--- config.mk ---
export PLATFORM = sky130hd
export DESIGN_NAME = tga_rle_packet_decoder
export DESIGN_NICKNAME = d
export VERILOG_FILES = /design/src/hdl/tga_rle_pkg.sv /design/src/hdl/tga_rle_packet_decoder.sv /design/src/hdl/tga_rle_front.sv /design/src/hdl/tga_rle_queue.sv
export VERILOG_INCLUDE_DIRS = /design/src /design/src/hdl
export SDC_FILE = /design/constraint.sdc
export NUM_CORES = 1
export LEC_CHECK = 0
export BUFFER_PORTS_ARGS = -buffer_cell sky130_fd_sc_hd__buf_2
export CAP_MARGIN = 5
export CORE_MARGIN = 2
export CORE_UTILIZATION = 25
export CTS_BUF_LIST = sky130_fd_sc_hd__clkbuf_16
export CTS_CLUSTER_SIZE = 25
export DETAILED_ROUTE_END_ITERATION = 8
export PLACE_DENSITY_LB_ADDON = 0.1
export REMOVE_ABC_BUFFERS = 1
export SYNTH_ARGS = -nofsm -noshare
export SYNTH_HDL_FRONTEND = slang
export SYNTH_SLANG_ARGS = --single-unit
export TNS_END_PERCENT = 1
--- constraint.sdc ---
create_clock -name clk -period 21.4 [get_ports clk]
set_input_delay 3.21 -clock clk [delete_from_list [all_inputs] [get_ports clk]]
set_output_delay 3.21 -clock clk [all_outputs]
set_load 0.03 [all_outputs]
--- src/hdl/tga_rle_packet_decoder_assert.svh ---
// Assertion macros for the TGA RLE decoder; used by tga_rle_queue.
// Each macro expects clk and rst_n to be visible in the module that uses it.
`ifndef TGA_RLE_PACKET_DECODER_ASSERT_SVH
`define TGA_RLE_PACKET_DECODER_ASSERT_SVH

// same-cycle implication
`define TGA_ASSERT_IMPL(label, ante, cons) \
  label: assert property (@(posedge clk) disable iff (!rst_n) (ante) |-> (cons)) \
    else $error("tga_rle: assertion failed");

// next-cycle implication
`define TGA_ASSERT_NEXT(label, ante, cons) \
  label: assert property (@(posedge clk) disable iff (!rst_n) (ante) |=> (cons)) \
    else $error("tga_rle: assertion failed");

`endif

--- src/hdl/tga_rle_pkg.sv ---
// Shared types and constants for the TGA RLE packet decoder.
// No dependencies; used by tga_rle_front, tga_rle_queue and the top level.
`timescale 1ns / 1ps

package tga_rle_pkg;

  localparam int BYTE_W      = 8;
  localparam int PIXEL_W     = 32;
  localparam int COUNT_W     = 8;
  localparam int TOTAL_W     = 25;
  localparam int BPP_W       = 3;
  localparam int CFG_IDX_W   = 2;
  localparam int CFG_DATA_W  = 25;
  localparam int QUEUE_DEPTH = 2;

  localparam int RUN_BIT = 7;  // header bit 7: run packet

  localparam logic [BPP_W-1:0]   BPP_RESET   = 3'd3;
  localparam logic [TOTAL_W-1:0] TOTAL_RESET = 25'd1;
  localparam logic [BPP_W-1:0]   BPP_MAX     = 3'd4;

  typedef enum logic [CFG_IDX_W-1:0] {
    CFG_BYTES_PER_PIXEL = 2'd0,
    CFG_PIXEL_TOTAL     = 2'd1
  } cfg_idx_t;

  typedef struct packed {
    logic [PIXEL_W-1:0] pixel_value;
    logic [COUNT_W-1:0] repeat_count;
    logic               image_done;
    logic               overrun;
  } token_t;

endpackage

--- src/hdl/tga_rle_packet_decoder.sv ---
// Top level of the TGA RLE packet decoder: front parser plus token queue.
// Depends on tga_rle_pkg, tga_rle_front and tga_rle_queue.
//
//   channel  ports                                         handshake
//   -------  --------------------------------------------  -----------------------
//   input    in_data_byte                                  push & !full
//   result   out_pixel_value/repeat_count/image_done/     pop & !empty
//            out_overrun
//   config   cfg_index, cfg_data                           cfg_valid & cfg_ready
//
// One byte is taken per clock while full is low; a pixel's token is written into the
// queue in the cycle its last byte arrives and can be popped from the cycle after.
// full rises only when QUEUE_DEPTH tokens wait unpopped; a consumer popping
// every cycle never stalls the byte stream.
// Synchronous active-low reset empties the queue, expects a header and loads
// bytes_per_pixel = 3, pixel_total = 1. cfg_ready is always high.
`timescale 1ns / 1ps

module tga_rle_packet_decoder #(
  parameter int QUEUE_DEPTH = tga_rle_pkg::QUEUE_DEPTH
) (
  input  logic                                clk,
  input  logic                                rst_n,
  input  logic                                push,
  output logic                                full,
  input  logic [tga_rle_pkg::BYTE_W-1:0]      in_data_byte,
  output logic                                empty,
  input  logic                                pop,
  output logic [tga_rle_pkg::PIXEL_W-1:0]     out_pixel_value,
  output logic [tga_rle_pkg::COUNT_W-1:0]     out_repeat_count,
  output logic                                out_image_done,
  output logic                                out_overrun,
  input  logic                                cfg_valid,
  output logic                                cfg_ready,
  input  logic [tga_rle_pkg::CFG_IDX_W-1:0]   cfg_index,
  input  logic [tga_rle_pkg::CFG_DATA_W-1:0]  cfg_data
);

  logic                accept;
  logic                tok_valid;
  tga_rle_pkg::token_t tok;
  tga_rle_pkg::token_t head;

  assign cfg_ready = 1'b1;
  assign accept    = push && !full;

  tga_rle_front u_front (
    .clk         (clk),
    .rst_n       (rst_n),
    .accept_i    (accept),
    .data_byte_i (in_data_byte),
    .cfg_we_i    (cfg_valid && cfg_ready),
    .cfg_index_i (cfg_index),
    .cfg_data_i  (cfg_data),
    .tok_valid_o (tok_valid),
    .tok_o       (tok)
  );

  tga_rle_queue #(
    .DEPTH (QUEUE_DEPTH)
  ) u_queue (
    .clk     (clk),
    .rst_n   (rst_n),
    .push_i  (tok_valid),
    .tok_i   (tok),
    .pop_i   (pop),
    .full_o  (full),
    .empty_o (empty),
    .head_o  (head)
  );

  assign out_pixel_value  = head.pixel_value;
  assign out_repeat_count = head.repeat_count;
  assign out_image_done   = head.image_done;
  assign out_overrun      = head.overrun;

endmodule

--- src/hdl/tga_rle_front.sv ---
// Front end: packet header parsing, pixel assembly and image pixel counting.
// Holds the configuration registers. Depends on tga_rle_pkg.
`timescale 1ns / 1ps

module tga_rle_front (
  input  logic                                clk,
  input  logic                                rst_n,
  input  logic                                accept_i,
  input  logic [tga_rle_pkg::BYTE_W-1:0]      data_byte_i,
  input  logic                                cfg_we_i,
  input  logic [tga_rle_pkg::CFG_IDX_W-1:0]   cfg_index_i,
  input  logic [tga_rle_pkg::CFG_DATA_W-1:0]  cfg_data_i,
  output logic                                tok_valid_o,
  output tga_rle_pkg::token_t                 tok_o
);

  logic                               expect_header_r, expect_header_nxt;
  logic                               run_packet_r, run_packet_nxt;
  logic [tga_rle_pkg::COUNT_W-1:0]    left_r, left_nxt;
  logic [1:0]                         byte_idx_r, byte_idx_nxt;
  logic [tga_rle_pkg::PIXEL_W-1:0]    asm_r, asm_nxt;
  logic [tga_rle_pkg::TOTAL_W-1:0]    decoded_r, decoded_nxt;
  logic [tga_rle_pkg::BPP_W-1:0]      bpp_r;
  logic [tga_rle_pkg::TOTAL_W-1:0]    total_r;

  logic [tga_rle_pkg::BPP_W-1:0]      bpp_eff;
  logic                               last_byte;
  logic [tga_rle_pkg::PIXEL_W-1:0]    assembled;
  logic [tga_rle_pkg::TOTAL_W-1:0]    total_eff;
  logic [tga_rle_pkg::TOTAL_W-1:0]    remaining;
  logic [tga_rle_pkg::COUNT_W-1:0]    want;
  logic [tga_rle_pkg::COUNT_W-1:0]    count;
  logic [tga_rle_pkg::TOTAL_W:0]      sum;
  logic [tga_rle_pkg::COUNT_W-1:0]    left_after;
  logic                               done;
  logic                               over;
  logic                               pixel_end;

  always_comb begin
    if (bpp_r == '0) begin
      bpp_eff = 3'd1;
    end else if (bpp_r > tga_rle_pkg::BPP_MAX) begin
      bpp_eff = tga_rle_pkg::BPP_MAX;
    end else begin
      bpp_eff = bpp_r;
    end
  end

  assign last_byte = ({1'b0, byte_idx_r} + 3'd1) >= bpp_eff;

  // first byte of a pixel clears the assembly word
  assign assembled = (byte_idx_r == 2'd0) ? {24'd0, data_byte_i}
                   : (asm_r | ({24'd0, data_byte_i} << {byte_idx_r, 3'b000}));

  assign total_eff = (total_r == '0) ? 25'd1 : total_r;
  assign remaining = (total_eff > decoded_r) ? (total_eff - decoded_r) : 25'd1;

  always_comb begin
    want = run_packet_r ? left_r : 8'd1;
    if (want == '0) begin
      want = 8'd1;
    end
  end

  // remaining fits in 8 bits whenever it is the smaller one
  assign count = ({17'd0, want} < remaining) ? want : remaining[tga_rle_pkg::COUNT_W-1:0];
  assign sum   = {1'b0, decoded_r} + {18'd0, count};
  assign done  = ({17'd0, count} == remaining);
  assign over  = run_packet_r ? ({17'd0, want} > remaining) : (done && (left_r > 8'd1));
  assign left_after = (left_r > want) ? (left_r - want) : 8'd0;

  assign pixel_end = accept_i && !expect_header_r && last_byte;

  always_comb begin
    expect_header_nxt = expect_header_r;
    run_packet_nxt    = run_packet_r;
    left_nxt          = left_r;
    byte_idx_nxt      = byte_idx_r;
    asm_nxt           = asm_r;
    decoded_nxt       = decoded_r;
    if (accept_i) begin
      if (expect_header_r) begin
        run_packet_nxt    = data_byte_i[tga_rle_pkg::RUN_BIT];
        left_nxt          = {1'b0, data_byte_i[6:0]} + 8'd1;
        byte_idx_nxt      = 2'd0;
        expect_header_nxt = 1'b0;
      end else if (!last_byte) begin
        asm_nxt      = assembled;
        byte_idx_nxt = byte_idx_r + 2'd1;
      end else begin
        asm_nxt      = assembled;
        byte_idx_nxt = 2'd0;
        if (done) begin
          decoded_nxt       = '0;
          left_nxt          = '0;
          expect_header_nxt = 1'b1;
        end else begin
          decoded_nxt = sum[tga_rle_pkg::TOTAL_W-1:0];
          left_nxt    = left_after;
          if (left_after == '0) begin
            expect_header_nxt = 1'b1;
          end
        end
      end
    end
  end

  always_ff @(posedge clk) begin
    if (!rst_n) begin
      expect_header_r <= 1'b1;
      run_packet_r    <= 1'b0;
      left_r          <= '0;
      byte_idx_r      <= '0;
      decoded_r       <= '0;
      bpp_r           <= tga_rle_pkg::BPP_RESET;
      total_r         <= tga_rle_pkg::TOTAL_RESET;
    end else begin
      expect_header_r <= expect_header_nxt;
      run_packet_r    <= run_packet_nxt;
      left_r          <= left_nxt;
      byte_idx_r      <= byte_idx_nxt;
      decoded_r       <= decoded_nxt;
      if (cfg_we_i) begin
        case (cfg_index_i)
          tga_rle_pkg::CFG_BYTES_PER_PIXEL: bpp_r   <= cfg_data_i[tga_rle_pkg::BPP_W-1:0];
          tga_rle_pkg::CFG_PIXEL_TOTAL:     total_r <= cfg_data_i[tga_rle_pkg::TOTAL_W-1:0];
          default: ;
        endcase
      end
    end
  end

  always_ff @(posedge clk) begin
    asm_r <= asm_nxt;
  end

  assign tok_valid_o        = pixel_end;
  assign tok_o.pixel_value  = assembled;
  assign tok_o.repeat_count = count;
  assign tok_o.image_done   = done;
  assign tok_o.overrun      = over;

endmodule

--- src/hdl/tga_rle_queue.sv ---
// Back end: short token queue that presents finished words to the consumer.
// Depends on tga_rle_pkg and tga_rle_packet_decoder_assert.svh.
`timescale 1ns / 1ps
`include "tga_rle_packet_decoder_assert.svh"

module tga_rle_queue #(
  parameter int DEPTH = tga_rle_pkg::QUEUE_DEPTH
) (
  input  logic                clk,
  input  logic                rst_n,
  input  logic                push_i,
  input  tga_rle_pkg::token_t tok_i,
  input  logic                pop_i,
  output logic                full_o,
  output logic                empty_o,
  output tga_rle_pkg::token_t head_o
);

  localparam int PTR_W = $clog2(DEPTH);
  localparam int CNT_W = $clog2(DEPTH + 1);

  tga_rle_pkg::token_t mem_r [DEPTH];
  logic [PTR_W-1:0]    wr_ptr_r, wr_ptr_nxt;
  logic [PTR_W-1:0]    rd_ptr_r, rd_ptr_nxt;
  logic [CNT_W-1:0]    cnt_r, cnt_nxt;
  logic                do_push, do_pop;

  assign full_o  = (cnt_r == CNT_W'(DEPTH));
  assign empty_o = (cnt_r == '0);
  assign do_push = push_i && !full_o;
  assign do_pop  = pop_i && !empty_o;
  assign head_o  = mem_r[rd_ptr_r];

  always_comb begin
    wr_ptr_nxt = wr_ptr_r;
    rd_ptr_nxt = rd_ptr_r;
    cnt_nxt    = cnt_r;
    if (do_push) begin
      wr_ptr_nxt = (wr_ptr_r == PTR_W'(DEPTH - 1)) ? '0 : wr_ptr_r + 1'b1;
    end
    if (do_pop) begin
      rd_ptr_nxt = (rd_ptr_r == PTR_W'(DEPTH - 1)) ? '0 : rd_ptr_r + 1'b1;
    end
    if (do_push && !do_pop) begin
      cnt_nxt = cnt_r + 1'b1;
    end else if (do_pop && !do_push) begin
      cnt_nxt = cnt_r - 1'b1;
    end
  end

  always_ff @(posedge clk) begin
    if (!rst_n) begin
      wr_ptr_r <= '0;
      rd_ptr_r <= '0;
      cnt_r    <= '0;
    end else begin
      wr_ptr_r <= wr_ptr_nxt;
      rd_ptr_r <= rd_ptr_nxt;
      cnt_r    <= cnt_nxt;
    end
  end

  always_ff @(posedge clk) begin
    if (do_push) begin
      mem_r[wr_ptr_r] <= tok_i;
    end
  end

  `TGA_ASSERT_IMPL(a_cnt_bound, 1'b1, cnt_r <= CNT_W'(DEPTH))
  `TGA_ASSERT_IMPL(a_no_push_full, push_i, !full_o)
  `TGA_ASSERT_NEXT(a_push_shows, push_i && empty_o, !empty_o)
  `TGA_ASSERT_NEXT(a_hold_idle, !push_i && !pop_i, $stable(cnt_r) && $stable(rd_ptr_r))

endmodule
==> results of run 1 <==
[power by group through the flow]
stage	clock (W)	combinational, W	sequential [W]
2_1_floorplan	0	0.000200	0.000429
3_3_place_gp	0	0.000294	0.000428
3_5_place_dp	0	0.000291	0.000428
4_1_cts	0.000329	0.000293	0.000419
5_1_grt	0.000342	0.000320	0.000422
6_report	0.000316	0.000288	0.000419
[path summary, 6_finish.rpt]
| check | end | slack [ps] | cells after the start |
|---|---|---|---|
| setup / recovery | u_front.decoded_r[22] | 12490 | 34 |
| hold / removal | u_front.total_r[15] | 490 | 2 |
| setup reg to reg | u_front.decoded_r[22] | 12490 | 34 |
| hold reg to reg | u_front.total_r[15] | 490 | 2 |
[worst max-delay path, delay by kind of cell, from the launching register on]
| kind | cells | cell delay (ps) |
|---|---|---|
| buf+inv | 1 | 60 |
| fa+ha+maj | 4 | 1200 |
| compound gates | 16 | 3500 |
| xor+xnor | 1 | 150 |
| simple gates | 12 | 3520 |
| flops | 1 | 340 |
[layout make-up]
class	count	area (µm²)	share of cell area
antenna	1	2.50	0.000214
clock buffer	17	425	0.0364
clock inverter	15	144	0.0123
inverter	58	218	0.0186
multi-input combinational	732	4880	0.417
sequential	186	4890	0.418
tap	532	666	0.0569
timing repair buffer	91	475	0.0406
[through the flow]
step	instance area [µm²]	total power, W	hold WS (ps)
finish	11700	0.00102	488
global route	11700	0.00108	510
CTS	11700	0.00104	491
detailed placement	11100	0.000719	481
global placement	11100	0.000722	476
floorplan	9970	0.000628	455
[cells by family (layout without fill, tap and decap cells)]
kind of cell / Yosys count / after routing / share of synthesized area
buf+inv: 127 / 181 / 0.0489
xor+xnor: 46 / 46 / 0.0393
other cells: 1 / 2 / 0.000366
compound gates: 239 / 239 / 0.150
fa+ha+maj: 56 / 56 / 0.0698
simple gates: 338 / 338 / 0.159
flops: 186 / 186 / 0.477
mux: 52 / 52 / 0.0561
[sequential cells by signal, summed over array words and instances, names as in the netlist, named ones only]
register,count
u_queue.mem_r,84
u_front.expect_header_r,1
u_front.asm_r,32
u_queue.cnt_r,2
u_front.bpp_r,3
u_front.byte_idx_r,2
u_front.left_r,8
u_queue.rd_ptr_r,1
u_front.decoded_r,25
u_front.total_r,25
u_front.run_packet_r,1
u_queue.wr_ptr_r,1
[per-layer routing]
metal / track usage / share of wire
met3: 0.0274 / 0.032
met1: 0.200 / 0.52
met5: 0 / 0.00039
met4: 0.0329 / 0.011
met2: 0.209 / 0.44
[layout by cell type (no fill, tap or decap), types with 4 or more instances in the layout]
master and count:
nand2_1 136, edfxtp_1 116, buf_2 83, dfxtp_1 69, a21oi_1 66, nor2_1 64, inv_1 58, o21ai_0 54
ha_1 54, mux2_2 44, and2_1 35, xnor2_1 34, a21boi_0 28, nand3_1 23, clkbuf_16 17, a21o_1 13
a31oi_1 13, xor2_1 12, nor4_1 12, nand4_1 11, or3_1 9, nand2b_1 8, nor2b_1 8, o21a_1 8
mux2i_1 8, buf_4 8, and3_1 6, o211ai_1 6, o22ai_1 6, o21bai_1 5, nor3_1 5, o31ai_1 5
or4_1 4, clkinv_4 4, inv_6 4
==> flow_metrics.tcl, run 1 <==
set metrics [dict create \
    min_path_type "register to register" \
    ys_seq_area_frac 0.477 \
    clkPwrFrac 0.309 \
    internal-power_w 0.000669 \
    worstPathMaxFanout 14 \
    htree_levels 4 \
    gp_congestion 0.822 \
    slew_violations 0 \
    arrival_ps 9260 \
    cts-resized-gates 0 \
    power_leakage_nw 4.48 \
    clockRootBuffer "clkbuf_16" \
    clk_latency_ps 460 \
    grt_pass1_wl_um 44500 \
    cap_violations 0 \
    power.share.sequential 0.410 \
    postCtsSetupRepairBufs 0 \
    finalCritPeriodShare 0.416 \
    first_global_vias 7598 \
    yosysWarningCount 0 \
    drive_above_1_share 0.167 \
    synth.avg_cell_area_um2 9.81 \
    synth_flop_cell "edfxtp_1" \
    route.detailed.drc 0 \
    routed_via_density 4.64 \
    clock_skew_ps 15.3 \
    layout-area-overhead-vs-synth_pct 14.1 \
    synth_cells 1045 \
    cp_data_required_time_ps 21740 \
    start_util 0.252 \
    yosys.area.top_type "edfxtp_1" \
    synth_top_area_share 0.340 \
    ant_nets 0 \
    slowest_delay_ps 670 \
    ys_seq_elements 186 \
    crit_path_start "u_front.total_r[12]" \
    hold_start "u_front.total_r[15]" \
    endpoint_kind "register" \
    synth.area.top_cells "edfxtp_1 34%, dfxtp_1 14%, ha_1 6.6%" \
    io_pins 85 \
    switching_share 0.346 \
    vias 7570 \
    worstMarginPinSlew_ps 1060 \
    synth_cell_types 75 \
    fin_setup_tns_ps 0 \
    first_iter_violations 404 \
    dieArea_mm2 0.0426 \
    first_pass_iters 5 \
    status "complete, no violations" \
    reg2reg_from "u_front.total_r[12]" \
    track_usage 0.138 \
    slowest_stage "a2111oi_1" \
    wl_um 28200 \
    synth_area_mm2 0.0103 \
    synth-async-reset-ratio 0 \
    portBuffers 83 \
    cts_tree "yes" \
    overflow 0 \
    clk_pin_slew_ps 70 \
    synth_edf_count 116 \
    period_minus_slack_ps 8910 \
    placedCellCount 1599 \
    cts_made_buffers 17 \
    dp_hpwl_um 20100 \
    core.rowCount 74 \
    cts_buffer_depth 2 \
    nFillCells 4267 \
    comb_power_share 0.282 \
    drt-wirelength-per-cell_um 17.3 \
    critPathMostFrequentCell "o21ai_0" \
    setup_slack_ps 12490 \
    powerDensity_mw_per_mm2 87.4 \
    fin_cells 1632 \
    setup_viol 0 \
    rsz0062_at_grt "no" \
    critPathLaunchType "register" \
    irDropWorstVdd_v 0.0000568 \
    cts_hold_buf 0 \
    cts.sinks 186 \
    grt_max_degree 56 \
    preCtsSetupSlack_ps 12480 \
    ys_top_cells_by_count "136 x nand2_1, 116 x edfxtp_1, 70 x dfxtp_1" \
    die_h_um 206 \
    final_nets 1182 \
    slew_headroom 0.293 \
    core_area_mm2 0.0406 \
    yosysMostFrequentCell "nand2_1" \
    worstSetupPathType "register to register" \
    die_w_um 206 \
    fmax_mhz 112 \
    antenna_found_initial 1 \
    hold_viol_final 0 \
    post-route-util 0.288 \
    p_sw_w 0.000354 \
]
No activity file was read; power rests on OpenSTA's default activity.
==> run 2: changes to the inputs <==
Clock period 21.4 ns to 8.7 ns, I/O delays scaled along.
==> run 2 against run 1 <==
Cell area up 0.21%. Highest routed layer unchanged. Global-route usage up 0.16 points. Largest cell class is now multi-input gates. Combinational power up 150%. Critical path type unchanged. Critical path depth unchanged.
==> flow_metrics.tcl, run 2 (same netlist as run 1, synthesis figures left out) <==
set metrics [dict create \
    dieArea_mm2 0.0426 \
    final_nets 1185 \
    cts_tree "yes" \
    met3_length_um 734 \
    first_pass_iters 5 \
    drt-wirelength-per-cell_um 17.4 \
    htree_levels 4 \
    slowest_delay_ps 540 \
    hold_viol_final 0 \
    hold_start "u_front.total_r[8]" \
    hold_ws_ps 486 \
    fin_cells 1634 \
    route.detailed.drc 0 \
    holdPathEnd "u_front.total_r[8]" \
    cap_violations 0 \
    slew_headroom 0.303 \
    finalInstanceArea_mm2 0.0117 \
    die_h_um 206 \
    start_util 0.252 \
    slowest_stage "or4_1" \
    routed_via_density 4.60 \
    arrival_ps 8200 \
    drt-met1-wl_um 14600 \
    reg_top3 "u_queue.mem_r: 84 flops, u_front.asm_r: 32 flops" \
    reg2regPathDepth 34 \
    max_flop_register "u_queue.mem_r" \
    fin_setup_tns_ps 0 \
    ant_nets 0 \
    clk_latency_ps 450 \
    layout_commonest_cell "nand2_1" \
    setup_viol 0 \
    rsz0062_at_grt "no" \
    wl_met2_um 12600 \
    cp_data_required_time_ps 9050 \
    largest_reg_flops 84 \
    drive_above_1_share 0.171 \
    die_w_um 206 \
    core_area_mm2 0.0406 \
    cts.sinks 186 \
    worstSetupPathType "register to register" \
    overflow 0 \
    core.rowCount 74 \
    antenna_found_initial 2 \
    worstMarginPinSlew_ps 1040 \
    nFillCells 4289 \
    route.top_layer_used "met5" \
    wl_um 28400 \
    cts_buffer_depth 2 \
    grt_max_degree 56 \
    gp_congestion 0.821 \
    worstPathMaxFanout 10 \
    reg2reg_from "u_front.total_r[12]" \
    layout-area-overhead-vs-synth_pct 14.4 \
    first_global_vias 7554 \
    clk_pin_slew_ps 70 \
    path_delay_family "compound AO/OA/AOI/OAI gates" \
    track_usage 0.139 \
    path_buf_inv 2 \
    power_leakage_nw 4.49 \
    critPathMostFrequentCell "o21ai_0" \
    io_pins 85 \
    timing.rr.end "u_front.decoded_r[22]" \
    irDropWorstVdd_v 0.000133 \
    multiInputGateArea_mm2 0.00489 \
    vias 7524 \
    period_minus_slack_ps 7850 \
    reg2reg_slack_ps 850 \
    crit_path_start "u_front.total_r[12]" \
    status "complete, no violations" \
    endpoint_kind "register" \
    regArea_mm2 0.00489 \
    min_path_type "register to register" \
    critPathLaunchType "register" \
    powerDensity_mw_per_mm2 215 \
    hold_path_depth 2 \
    finalCritPeriodShare 0.902 \
    mostFrequentLayoutCells "136 x nand2_1, 116 x edfxtp_1, 83 x buf_2" \
    slew_violations 0 \
    dp_hpwl_um 20200 \
    portBuffers 83 \
    grt_pass1_wl_um 44700 \
    post-route-util 0.288 \
    clockRootBuffer "clkbuf_16" \
    cts_made_buffers 17 \
    postPlaceCellArea_mm2 0.0112 \
    first_iter_violations 389 \
    clock_skew_ps 14.3 \
    fmax_mhz 127 \
    placedCellCount 1602 \
    antenna_cells 0 \
]
-- run 2: layer usage --
layer	vias up	global-route usage
li1	3811	-
met1	3584	0.199
met2	95	0.213
met3	30	0.0230
met4	4	0.0452
met5	-	0
-- run 2: worst max path at each step --
stage	slack [ps]	depth (start not counted)	endpoint
final	850	34	u_front.decoded_r[22]
after global placement	670	36	u_front.decoded_r[22]
after global routing	60	34	u_front.decoded_r[22]
after CTS	500	36	u_front.decoded_r[22]
after floorplan	1430	34	u_front.decoded_r[20]
after detailed placement	550	36	u_front.decoded_r[22]
-- run 2: where the power goes --
| group | switching [W] | internal, W |
|---|---|---|
| Combinational | 0.000463 | 0.000254 |
| Clock | 0.000369 | 0.000400 |
| Sequential | 0.0000360 | 0.000995 |
-- run 2: layout make-up --
type,count,share of cell area
sequential,186,0.417
timing repair buffer,94,0.0425
inverter,58,0.0186
clock buffer,17,0.0363
tap,532,0.0568
clock inverter,15,0.0121
multi-input combinational,732,0.417
-- run 2: per-stage QoR --
stage	worst slack (ps)	power, W
final	849	0.00252
after detailed placement	555	0.00177
after CTS	504	0.00257
after global placement	671	0.00178
after global routing	60.9	0.00267
after floorplan	1430	0.00155
-- run 2: timing repair --
| action | in CTS | in global routing |
|---|---|---|
| buffers inserted | 0 | 0 |
| endpoints found under the setup margin | 0 | 5 |
| resized for setup | 0 | 2 |
| hold buffers | 0 | 0 |
-- run 2: tightest hold or removal path, stage by stage (launching register included) --
cell,delay [ps]
dfxtp_1,330
nand2_1,50
a21boi_0,60
==> run 3: changes to the inputs <==
Settings changed: CTS_BUF_LIST sky130_fd_sc_hd__clkbuf_16 to sky130_fd_sc_hd__clkbuf_8 sky130_fd_sc_hd__clkbuf_16.
Clock period 8.7 ns to 9.5 ns, I/O delays scaled along.
==> run 3 against run 2 <==
Worst setup slack improved by 23 ps. Sequential share of layout area up 0.075 points. Global-route usage down 0.053 points. Power fell by 8.4%. Via count is 0.27% higher. Fmax decreased by 9.0%. Critical path type unchanged. Highest routed layer is now met4.
==> flow_metrics.tcl, run 3 (same netlist as run 1, synthesis figures left out) <==
set metrics [dict create \
    routed_via_density 4.62 \
    status "complete, no violations" \
    gr-usage-met1 0.200 \
    slew_violations 0 \
    layout_commonest_cell "nand2_1" \
    fmax_mhz 116 \
    arrival_ps 8980 \
    path_delay_family "compound AO/OA/AOI/OAI gates" \
    cts-resized-gates 0 \
    cts_hold_buf 0 \
    cts_tree "yes" \
    worstMarginPinSlew_ps 1030 \
    htree_levels 4 \
    largest_reg_flops 84 \
    critPathMostFrequentCell "o21ai_0" \
    cts.sinks 186 \
    slowest_delay_ps 670 \
    nFillCells 4271 \
    preCtsSetupSlack_ps 580 \
    clock_skew_ps 13.7 \
    first_pass_iters 5 \
    die_w_um 206 \
    max_flop_register "u_queue.mem_r" \
    fin_setup_tns_ps 0 \
    overflow 0 \
    reg_top3 "u_queue.mem_r: 84 flops, u_front.asm_r: 32 flops" \
    busiest_layer "met2" \
    cts_buffer_depth 2 \
    grt_max_degree 56 \
    clk_latency_ps 460 \
    grtUsageMet3 0.0255 \
    drive_above_1_share 0.169 \
    path_buf_inv 1 \
    portBuffers 83 \
    final_nets 1182 \
    powerDensity_mw_per_mm2 197 \
    core_area_mm2 0.0406 \
    mostFrequentLayoutCells "136 x nand2_1, 116 x edfxtp_1, 83 x buf_2" \
    slew_headroom 0.310 \
    io_pins 85 \
    dieArea_mm2 0.0426 \
    drt-wirelength-per-cell_um 17.3 \
    antenna_found_initial 1 \
    setup_slack_ps 872 \
    vias 7544 \
    die_h_um 206 \
    track_usage 0.139 \
    endpoint_kind "register" \
    start_util 0.252 \
    regArea_mm2 0.00489 \
    worstPathMaxFanout 14 \
    clockRootBuffer "clkbuf_16" \
    power_leakage_nw 4.48 \
    first_global_vias 7634 \
    layout-area-overhead-vs-synth_pct 14.2 \
    postCtsSetupRepairBufs 0 \
    first_iter_violations 442 \
    min_path_type "register to register" \
    critPathLaunchType "register" \
    gp_congestion 0.821 \
    wl_um 28200 \
    p_total_w 0.00231 \
    route.detailed.drc 0 \
    period_minus_slack_ps 8630 \
    grt_pass1_wl_um 44800 \
    worstSetupPathType "register to register" \
    cap_violations 0 \
    hold_viol_final 0 \
    cts_made_buffers 17 \
    met2_usage 0.211 \
    dp_hpwl_um 20200 \
    irDropWorstVdd_v 0.000136 \
    setup_viol 0 \
    rsz0062_at_grt "no" \
    cp_data_required_time_ps 9850 \
    slowest_stage "a2111oi_1" \
    finalCritPeriodShare 0.908 \
    post-route-util 0.288 \
    clk_pin_slew_ps 70 \
    multiInputGateArea_mm2 0.00489 \
    ant_nets 0 \
    core.rowCount 74 \
]
-- run 3: power breakdown --
group / switching [W] / internal, W / leakage, nW / total [W]
logic: 0.000419 / 0.000230 / 2.55 / 0.000649
registers: 0.0000333 / 0.000912 / 1.64 / 0.000945
clock network: 0.000345 / 0.000367 / 0.283 / 0.000712
-- run 3: path summary, 6_finish.rpt --
path	to	depth (start not counted)	slack (ps)	startpoint
max	u_front.decoded_r[22]	34	870	u_front.total_r[12]
min	u_front.total_r[10]	2	490	u_front.total_r[10]
max reg2reg	u_front.decoded_r[22]	34	870	u_front.total_r[12]
min reg2reg	u_front.total_r[10]	2	490	u_front.total_r[10]
-- run 3: cell type report --
cell class,count,share of cell area
Sequential cell,186,0.417
Tap cell,532,0.0569
Clock inverter,15,0.0121
Multi-Input combinational cell,732,0.418
Timing Repair Buffer,91,0.0406
Inverter,58,0.0186
Clock buffer,17,0.0363
Antenna cell,1,0.000214
-- run 3: per-stage QoR --
step | std cells | area, µm² | hold slack, ps
floorplan | 976 | 9970 | 455
global placement | 1599 | 11100 | 476
detailed placement | 1599 | 11100 | 481
CTS | 1631 | 11700 | 491
global route | 1631 | 11700 | 511
finish | 1632 | 11700 | 487
-- run 3: worst register-to-register path, delay by kind of cell (launching register included) --
family,cells,cell delay [ps]
flops,1,340
fa+ha+maj,4,1180
buf+inv,1,60
compound gates,16,3580
simple gates,12,3230
xor+xnor,1,140
-- run 3: routing by layer --
metal / part of all wire / vias to the layer above / wire, µm
li1: - / 3795 / -
met1: 0.52 / 3635 / 14700
met2: 0.44 / 96 / 12400
met3: 0.030 / 18 / 850
met4: 0.012 / 0 / 345
met5: 0 / - / 0
